`src/ptts_pkg.sv`:
```
package ptts_pkg;

    localparam int LEVELS_DEF      = 8;
    localparam int SLOTS_PER_LEVEL = 2;

    localparam logic KIND_TICK   = 1'b0;
    localparam logic KIND_CREATE = 1'b1;

    typedef enum logic [1:0] {
        STATUS_OK    = 2'd0,
        STATUS_FULL  = 2'd1,
        STATUS_RANGE = 2'd2
    } status_t;

    // Contents of one task slot.
    typedef struct packed {
        logic        active;
        logic [15:0] period;
        logic [15:0] countdown;
    } slot_t;

    // Per-cell control from the sequencer.
    typedef struct packed {
        logic shift_en;
        logic load_en;
        logic tick_en;
    } cell_ctrl_t;

endpackage

```
`src/ptts_cell.sv`:
```
module ptts_cell (
    input  logic                clk,
    input  logic                rst_n,
    input  ptts_pkg::cell_ctrl_t ctrl,
    input  ptts_pkg::slot_t     nb,
    input  ptts_pkg::slot_t     load_data,
    output ptts_pkg::slot_t     q
);
    import ptts_pkg::*;

    logic        active_reg;
    logic        active_next;
    logic [15:0] period_reg;
    logic [15:0] period_next;
    logic [15:0] countdown_reg;
    logic [15:0] countdown_next;

    // The cell fed from the scan head applies the tick update on the way in.
    always_comb
    begin
        active_next    = active_reg;
        period_next    = period_reg;
        countdown_next = countdown_reg;
        if (ctrl.load_en)
        begin
            active_next    = load_data.active;
            period_next    = load_data.period;
            countdown_next = load_data.countdown;
        end
        else if (ctrl.shift_en)
        begin
            active_next = nb.active;
            period_next = nb.period;
            if (ctrl.tick_en && nb.active)
            begin
                if (nb.countdown == 16'd0)
                begin
                    countdown_next = nb.period - 16'd1;
                end
                else
                begin
                    countdown_next = nb.countdown - 16'd1;
                end
            end
            else
            begin
                countdown_next = nb.countdown;
            end
        end
    end

    always_ff @(posedge clk or negedge rst_n)
    begin
        if (!rst_n)
        begin
            active_reg <= 1'b0;
        end
        else
        begin
            active_reg <= active_next;
        end
    end

    always_ff @(posedge clk)
    begin
        period_reg    <= period_next;
        countdown_reg <= countdown_next;
    end

    assign q = '{active: active_reg, period: period_reg, countdown: countdown_reg};

endmodule

```
`src/periodic_task_tick_scheduler_core.sv`:
```
// Create: one result, registered in the cycle after the input transfer.
// Tick: the slot ring rotates one cell per cycle past the head, unless a fire
// must wait for a stalled output; after NSLOTS shifts a flush state registers
// the final result once the output is free.
// One item is in work at a time; the next tick can transfer once the block is idle.
// Reset clears every active bit and the control state at once; no clearing pass.
module periodic_task_tick_scheduler_core #(
    parameter int LEVELS = ptts_pkg::LEVELS_DEF
) (
    input  logic        clk,
    input  logic        rst_n,
    input  logic        in_valid,
    output logic        in_stall,
    input  logic        kind,
    input  logic [15:0] period,
    input  logic [7:0]  priority_req,
    input  logic [15:0] first_delay,
    output logic        out_valid,
    input  logic        out_stall,
    output logic [1:0]  status,
    output logic        fired,
    output logic [2:0]  fired_level,
    output logic        fired_slot,
    output logic        last
);
    import ptts_pkg::*;

    // The slot table is a ring of cells. At rest, cell i holds slot i (level
    // i/2, slot i%2). A tick shifts the ring toward cell 0 once per cycle while
    // the scan is not stalled; the head (cell 0) is examined, and its updated copy
    // enters the last cell. After NSLOTS shifts the ring is aligned again.
    localparam int NSLOTS = LEVELS * SLOTS_PER_LEVEL;
    localparam int IW     = $clog2(NSLOTS);

    typedef enum logic [2:0] {
        ST_IDLE  = 3'b001,
        ST_SCAN  = 3'b010,
        ST_FLUSH = 3'b100
    } state_t;

    state_t       state_reg, state_next;
    logic [IW-1:0] ptr_reg, ptr_next;
    logic          pend_valid_reg, pend_valid_next;
    logic [IW-1:0] pend_idx_reg, pend_idx_next;

    logic          out_valid_reg, out_valid_next;
    logic [1:0]    status_reg, status_next;
    logic          fired_reg, fired_next;
    logic [2:0]    level_reg, level_next;
    logic          slot_reg, slot_next;
    logic          last_reg, last_next;

    slot_t         cell_q [NSLOTS];
    cell_ctrl_t    cell_ctrl [NSLOTS];
    slot_t         load_data;
    logic [NSLOTS-1:0] act_vec;

    logic          out_free;
    logic          in_xfer;
    logic          head_fire;
    logic          step;
    logic [IW-1:0] wr_idx0;
    logic [IW-1:0] wr_idx1;
    logic          in_range;
    logic          create_ok;
    logic [IW-1:0] wr_idx;
    logic [IW+2:0] pend_ext;

    assign out_free = !out_valid_reg || !out_stall;
    assign in_stall = !((state_reg == ST_IDLE) && out_free);
    assign in_xfer  = in_valid && !in_stall;

    // Head of the ring during a scan.
    assign head_fire = cell_q[0].active && (cell_q[0].countdown == 16'd0);
    // A fire with an older fire still pending must push that one out first.
    assign step = (state_reg == ST_SCAN) && !(head_fire && pend_valid_reg && !out_free);

    // Create: the two slots of the requested level sit in fixed cells at rest.
    assign wr_idx0   = IW'({priority_req, 1'b0});
    assign wr_idx1   = wr_idx0 | IW'(1);
    assign in_range  = priority_req < 8'(LEVELS);
    assign create_ok = in_xfer && (kind == KIND_CREATE) && in_range
                       && !(act_vec[wr_idx0] && act_vec[wr_idx1]);
    assign wr_idx    = act_vec[wr_idx0] ? wr_idx1 : wr_idx0;
    assign load_data = '{active: 1'b1, period: period, countdown: first_delay};

    // Slot index of a pending fire, zero extended before the 3-bit level select.
    assign pend_ext = {3'b000, pend_idx_reg};

    genvar gi;
    generate
        for (gi = 0; gi < NSLOTS; gi++)
        begin : g_cell
            assign act_vec[gi]            = cell_q[gi].active;
            assign cell_ctrl[gi].shift_en = step;
            assign cell_ctrl[gi].load_en  = create_ok && (wr_idx == IW'(gi));
            assign cell_ctrl[gi].tick_en  = (gi == NSLOTS - 1);

            ptts_cell u_cell (
                .clk       (clk),
                .rst_n     (rst_n),
                .ctrl      (cell_ctrl[gi]),
                .nb        (cell_q[(gi + 1) % NSLOTS]),
                .load_data (load_data),
                .q         (cell_q[gi])
            );
        end
    endgenerate

    always_comb
    begin
        state_next      = state_reg;
        ptr_next        = ptr_reg;
        pend_valid_next = pend_valid_reg;
        pend_idx_next   = pend_idx_reg;
        out_valid_next  = out_valid_reg && out_stall;
        status_next     = status_reg;
        fired_next      = fired_reg;
        level_next      = level_reg;
        slot_next       = slot_reg;
        last_next       = last_reg;

        unique case (state_reg)
            ST_IDLE:
            begin
                if (in_xfer)
                begin
                    if (kind == KIND_CREATE)
                    begin
                        out_valid_next = 1'b1;
                        fired_next     = 1'b0;
                        level_next     = 3'd0;
                        slot_next      = 1'b0;
                        last_next      = 1'b1;
                        if (!in_range)
                        begin
                            status_next = STATUS_RANGE;
                        end
                        else if (create_ok)
                        begin
                            status_next = STATUS_OK;
                        end
                        else
                        begin
                            status_next = STATUS_FULL;
                        end
                    end
                    else
                    begin
                        state_next      = ST_SCAN;
                        ptr_next        = '0;
                        pend_valid_next = 1'b0;
                    end
                end
            end
            ST_SCAN:
            begin
                if (step)
                begin
                    if (head_fire)
                    begin
                        if (pend_valid_reg)
                        begin
                            out_valid_next = 1'b1;
                            status_next    = STATUS_OK;
                            fired_next     = 1'b1;
                            level_next     = pend_ext[3:1];
                            slot_next      = pend_idx_reg[0];
                            last_next      = 1'b0;
                        end
                        pend_valid_next = 1'b1;
                        pend_idx_next   = ptr_reg;
                    end
                    if (ptr_reg == IW'(NSLOTS - 1))
                    begin
                        state_next = ST_FLUSH;
                    end
                    else
                    begin
                        ptr_next = ptr_reg + IW'(1);
                    end
                end
            end
            ST_FLUSH:
            begin
                if (out_free)
                begin
                    // Final result: the held fire, or a quiet result.
                    out_valid_next = 1'b1;
                    status_next    = STATUS_OK;
                    fired_next     = pend_valid_reg;
                    level_next     = pend_valid_reg ? pend_ext[3:1] : 3'd0;
                    slot_next      = pend_valid_reg ? pend_idx_reg[0] : 1'b0;
                    last_next      = 1'b1;
                    state_next     = ST_IDLE;
                end
            end
            default:
            begin
                state_next = ST_IDLE;
            end
        endcase
    end

    always_ff @(posedge clk or negedge rst_n)
    begin
        if (!rst_n)
        begin
            state_reg      <= ST_IDLE;
            ptr_reg        <= '0;
            pend_valid_reg <= 1'b0;
            out_valid_reg  <= 1'b0;
        end
        else
        begin
            state_reg      <= state_next;
            ptr_reg        <= ptr_next;
            pend_valid_reg <= pend_valid_next;
            out_valid_reg  <= out_valid_next;
        end
    end

    always_ff @(posedge clk)
    begin
        pend_idx_reg <= pend_idx_next;
        status_reg   <= status_next;
        fired_reg    <= fired_next;
        level_reg    <= level_next;
        slot_reg     <= slot_next;
        last_reg     <= last_next;
    end

    assign out_valid   = out_valid_reg;
    assign status      = status_reg;
    assign fired       = fired_reg;
    assign fired_level = level_reg;
    assign fired_slot  = slot_reg;
    assign last        = last_reg;

`ifndef NO_ASSERTIONS
    a_create_result: assert property (@(posedge clk) disable iff (!rst_n)
        (in_valid && !in_stall && kind == KIND_CREATE) |=> (out_valid && last && !fired))
        else $error("create transfer did not produce a single final result");

    a_busy_stalls: assert property (@(posedge clk) disable iff (!rst_n)
        (state_reg != ST_IDLE) |-> in_stall)
        else $error("input accepted while a tick scan is in progress");

    a_quiet_is_last: assert property (@(posedge clk) disable iff (!rst_n)
        (out_valid && !fired) |-> last)
        else $error("non-fire result without last mark");

    a_fire_status: assert property (@(posedge clk) disable iff (!rst_n)
        (out_valid && fired) |-> (status == STATUS_OK))
        else $error("fire result with nonzero status");
`endif

endmodule

```
`config.mk`:
```
export PLATFORM = sky130hd
export DESIGN_NAME = periodic_task_tick_scheduler_core
export DESIGN_NICKNAME = d
export VERILOG_FILES = /design/src/ptts_pkg.sv /design/src/ptts_cell.sv /design/src/periodic_task_tick_scheduler_core.sv
export SDC_FILE = /design/constraint.sdc
export NUM_CORES = 1
export LEC_CHECK = 0
export ABC_AREA = 1
export BUFFER_PORTS_ARGS = -buffer_cell sky130_fd_sc_hd__buf_2
export CORE_ASPECT_RATIO = 1.1
export CORE_MARGIN = 2
export CORE_UTILIZATION = 50
export DETAILED_ROUTE_END_ITERATION = 7
export PLACE_DENSITY_LB_ADDON = 0.3
export SLEW_MARGIN = 20
export SYNTH_ARGS = -nofsm -noshare
export SYNTH_HDL_FRONTEND = slang
export SYNTH_SLANG_ARGS = --single-unit
```
`constraint.sdc`:
```
create_clock -name clk -period 2.7 [get_ports clk]
set_clock_uncertainty 0.1 [all_clocks]
set_input_delay 0.405 -clock clk [delete_from_list [all_inputs] [get_ports clk]]
set_output_delay 0.405 -clock clk [all_outputs]
set_load 0.005 [all_outputs]
```
---- Word-level counts from Yosys, hierarchy flattened ----
Index checks and enable logic that the tools add are counted.
word-level totals
  memories kept ........................... 0
  memory bits (read-only) ................. 0
  register bits ........................... 549
  bits of input ports ..................... 45
  latch bits .............................. 0
  RAM bits ................................ 0
  output and inout bits ................... 10
operators by class
  bitwise gates (word level) .............. 0
  reduce and logical (&&, ||, !) cells .... 59
  muxes and demuxes ....................... 163
  eq/ne operators ......................... 28
  multipliers ............................. 0
  $add $sub $neg .......................... 3
  $lt $le $gt $ge ......................... 3
  shifts and indexed selects .............. 0
  div/mod/pow operators ................... 0
operator list
  cell                   count
  $mux 16                66
  $mux 1                 63
  $eq 4x4->1 const B     9
  $mux 3                 12
  $reduce_bool 2->1      17
  $sub 16x1->16 const B  2
  $logic_and 1x1->1      27
  $pmux 3 s3             2
  $eq 4x3->1 const B     4
  $logic_not 16->1       1
  $mux 4                 4
  $ne 2x2->1 const B     8
  $reduce_and 5->1       3
  $mux 2                 7
  $pmux 1 s3             4
  $lt 4x5->1 const B     2
  $eq 4x2->1 const B     2
  $lt 8x4->1 const B     1
  $pmux 4 s2             1
  $reduce_and 7->1       1
  $bmux 1 s3             2
  $logic_not 1->1        6
  $pmux 2 s3             1
  $add 4x1->4 const B    1
  10 further kinds       10

---- Logic depth before layout (Yosys ltp) ----
  depth after elaboration ................. 12
  gate-level depth with buffers ........... 17

---- Modules after synthesis ----
A second synthesis with hierarchy kept.
unflattened totals
  cell total of the unflattened synthesis .. 5473
  area, all modules ....................... 40323.7 µm²
by module, submodules not included
  module                             instances  area each (µm²)  cells an instance
  ptts_cell at g_cell[1].u_cell ...  9          2448.6           330
  ptts_cell at g_cell[0].u_cell ...  6          2418.6           330
  ptts_cell at g_cell[15].u_cell     1          2348.5           330
  periodic_task_tick_scheduler_core  1          1426.4           193

---- Least setup slack after synthesis ----
Ideal clock, no wire load.
  path kind ............................... reg-to-reg
  start point ............................. register g_cell[0].u_cell.countdown_reg[1]
  end point ............................... register g_cell[7].u_cell.countdown_reg[0], enable pin
  required time ........................... 2122 ps
  cell stages (with the launch flop) ...... 12
  arrival time ............................ 2418 ps
  setup slack ............................. -297 ps
  cell sequence ........................... edfxtp_1 > nor2_1 > nand2_1 > nor2_1 > nand2_1 > inv_1 > nand2_1 > nor2_1 > a21oi_2 > inv_1 > clkbuf_1 > nand2_1
on the way
  word-level cells in the longest chain between the ends .. 7
ends and longest elaborated chain
  what                                RTL line                                 RTL
  start, declared                     ptts_cell.sv:15                          logic [15:0] countdown_reg;
  start signal, assigned              ptts_cell.sv:67                          countdown_reg <= countdown_next;
  $logic_not 16->1                    periodic_task_tick_scheduler_core.sv:74  assign head_fire = cell_q[0].active && (cell_q[0].countdown == 16'd0);
  $logic_and 1x1->1                   periodic_task_tick_scheduler_core.sv:74
  $logic_and 1x1->1 (2 in series)     periodic_task_tick_scheduler_core.sv:76  assign step = (state_reg == ST_SCAN) && !(head_fire && pend_valid_reg && !out_free);
  $logic_not 1->1                     periodic_task_tick_scheduler_core.sv:76
  $logic_and 1x1->1                   periodic_task_tick_scheduler_core.sv:76
  $reduce_bool 2->1 (no source line)  -
  end signal, assigned                ptts_cell.sv:67
  end, declared                       ptts_cell.sv:15
No other way between the ends.
A chain may end at the register's enable or synchronous reset.

---- Worst setup path after layout ----
  start point ............................. register state_reg[0]
  end point ............................... register g_cell[15].u_cell.period_reg[11], enable pin
on the way
  word-level cells in the longest chain between the ends .. 8
  elaborated cells between the ends (all ways) .. 10
ends and longest elaborated chain
  what                                    RTL line                                  RTL
  start, declared                         periodic_task_tick_scheduler_core.sv:41   state_t state_reg, state_next;
  start signal, assigned                  periodic_task_tick_scheduler_core.sv:216  state_reg <= state_next;
  $eq 3x1->1                              periodic_task_tick_scheduler_core.sv:70   assign in_stall = !((state_reg == ST_IDLE) && out_free);
  $logic_and 1x1->1                       periodic_task_tick_scheduler_core.sv:70
  $logic_and 1x1->1                       periodic_task_tick_scheduler_core.sv:71   assign in_xfer = in_valid && !in_stall;
  $logic_and 1x1->1 (2 in series)         periodic_task_tick_scheduler_core.sv:82   assign create_ok = in_xfer && (kind == KIND_CREATE) && in_range
  $logic_and 1x1->1                       periodic_task_tick_scheduler_core.sv:83   && !(act_vec[wr_idx0] && act_vec[wr_idx1]);
  $logic_and 1x1->1                       periodic_task_tick_scheduler_core.sv:96   assign cell_ctrl[gi].load_en = create_ok && (wr_idx == IW'(gi));
  $reduce_bool 2->1 (no source line) (*)  -
  end signal, assigned                    ptts_cell.sv:66                           period_reg <= period_next;
  end, declared                           ptts_cell.sv:13                           logic [15:0] period_reg;
Mark *: on every way between the ends. The rest lies on a longest branch, timed or not.

==> reports/results.ini <==
[yosys]
syn_inst=2209
synthAdderAreaFrac=0.00105
ys_warn_count=0
avgSynthCellArea_um2=10.8
synthSimpleGateAreaFrac=0.146
synth.cell_area_um2=23900
yosys.area_share.xor_xnor=0.000734
muxShareOfSynthArea=0
synth_nets=2256
synth_top_family_by_area=simple AND/OR/NAND/NOR gates
synthFlopType=edfxtp_1
synth_edf_count=524
ys_seq_area_frac=0.686
ys_async_sr_fraction=0.0455
synth-compound-area-share=0.120
netlist-cell-type-count=41
ys_ff_latch=549

[setup_path]
startpoint_type=flop
crit_chain=inv_1 > nor3_4 > nand2_1 > inv_1 > nand2_1 > nor3_1 > nand4_2 > buf_12 > nand2_1 > buf_4
cpPeakStageDelay_ps=560
reg2reg_slack_ps=190
endpoint_kind=flop
worstPathArrival_ps=2680
worstSetupStartpoint=state_reg[0]$_DFFE_PN1P_
slowest_stage=dfstp_2
crit_fanout=46
crit_required_ps=2870
regToRegStartpoint=state_reg[0]$_DFFE_PN1P_
crit_type=reg2reg
cp_common_cell=nand2_1

[grt]
grt_pass1_wl_um=90600
antenna_found_initial=0
grt_usage=0.240
grt_pass1_vias=15611
grt_max_degree=65
grt_overflow_total=0

[timing]
finalCriticalPeriod_ps=2510
setup_violations=0
drv_slew=0
worst_pin_slew_ps=865
fmax_ghz=0.398
hold_viol=0
slew_headroom=0.423
post-route-period-util=0.930

[drt]
drtIter0Drc=1897
vias=16461
firstDrtPassIters=5
dr_wl_met3_um=5500
viasPerCell=5.57
ant_nets=0
drc=0
avgRoutedWirePerCell_um=19.5
wl_met2_um=26000
top_layer_used=met4
wl_met1_um=24900
wl_um=57700

[run]
drv_cap=0

[power_and_ir_drop]
powerDensity_nw_per_um2=1010
vdd_drop_max_uv=465
leakagePower_uw=0.0109

[hold_path]
hold_start=in_valid
min_path_type=in2reg

[cells_and_area]
drive_gt1_frac=0.120
antenna_cells=0
fin_cells=2957
finalInstanceArea_um2=27200
final-seq-area_um2=16400
multi_input_area_um2=6450
nets=2326
fillers=3873
area_delta_synth_final_pct=14.1

[clock_tree]
clk_pin_slew_worst_paths_ps=60
root_buffer=clkbuf_16
clkLatencyLatePin_ps=580
ctsLongestPathBuffers=3
numCtsBuffers=51
cts_tree=built
clock-sinks=549
ctsHtreeMaxLevel=2

[die]
start_util=0.508
dieArea_um2=49500
coreArea_um2=46900
die_y_um=233
ios=55
rows=83
die_w_um=212

[place]
place_congestion=0.884
dp_cells=2859
post-dp-hpwl_um=36600
portBuffers=54
postPlaceCellArea_um2=25500

[outcome]
outcome=completed

worst max-delay path: cells and delay by family, from the launching register on:
family / cells / cell delay [ps]
flops: 1 / 560
simple gates: 6 / 920
buf+inv: 4 / 620
path summary, 6_finish.rpt:
kind	endpoint	depth (start not counted)
worst max-delay path	g_cell[15].u_cell.period_reg[11]$_DFFE_PP_	10
worst min-delay path	out_valid$_DFF_PN0_	3
worst max register to register	g_cell[15].u_cell.period_reg[11]$_DFFE_PP_	10
worst min register to register	pend_valid_reg$_DFFE_PN0P_	1
max in group asynchronous	state_reg[2]$_DFFE_PN0P_	2
min in group asynchronous	g_cell[12].u_cell.active_reg$_DFFE_PN0P_	2
cell families (layout without fill, tap and decap cells):
family	Yosys count	after routing
buffers and inverters	252	363
xor gates and xnor gates	2	2
AOI/OAI and AO/OA	562	562
DFF	549	549
adders and majority gates	2	2
and+or+nand+nor	842	842
per-layer routing:
metal / global-route usage / vias to the layer above
met4: 0.0605 / 0
li1: - / 7814
met1: 0.349 / 7799
met2: 0.373 / 756
met5: 0 / -
met3: 0.0472 / 92
through the flow:
step                total power (µW)  setup WS [ps]  setup TNS, ps  hold WS (ps)  utilization
finish                         27400            188              0          29.8        0.580
global route                   28800          -11.5           -108          25.4        0.580
CTS                            27500           21.0              0          3.02        0.578
detailed placement             20200          -89.0          -9530           361        0.543
global placement               20100           23.4              0           369        0.543
floorplan                      17600           -297         -94900          9.41            -
cell usage in the layout, fill, tap and decap left out, types with 9 or more instances in the layout:
master and instances:
nor2_1 46, inv_1 106, buf_4 64, nand3_1 46
nand2_1 688, clkbuf_16 52, clkbuf_1 10, dfrtp_1 24
nand3b_1 10, clkinv_1 12, edfxtp_1 524, buf_12 37
o21ai_0 368, o211ai_1 9, o21ai_1 171, buf_2 54
final cells by class:
type | instances | area share
Sequential cell | 549 | 0.601
Clock inverter | 32 | 0.0118
Inverter | 111 | 0.0155
Clock buffer | 62 | 0.0492
Multi-Input combinational cell | 1408 | 0.237
Timing Repair Buffer | 158 | 0.0560
Tap cell | 637 | 0.0293
report_power, final:
part	switching [µW]	internal (µW)
Sequential	996	13300
Combinational	3920	1990
Clock	3110	4110
synth_stat cells (all sizes together) (3+ instances only):
cell type | instances | area (µm²)
clkbuf | 78 | 293
nand3b | 10 | 75.1
nand2 | 696 | 2620
nor3 | 10 | 50.1
nand3 | 62 | 445
dfrtp | 24 | 601
nor2 | 56 | 239
buf | 63 | 390
o211ai | 9 | 67.6
edfxtp | 524 | 15700
o221ai | 3 | 26.3
nand4 | 4 | 31.3
inv | 111 | 422
o21ai | 540 | 2710
a21oi | 6 | 33.8
timing repair:
item | CTS | global route
pin swaps | 0 | 1
buffers inserted | 0 | 3
endpoints found under the setup margin | 348 | 528
gates resized for setup | 1 | 14
endpoints found under the hold margin | 24 | 0
hold buffers | 1 | 0
(Power assumes the default switching activity.)
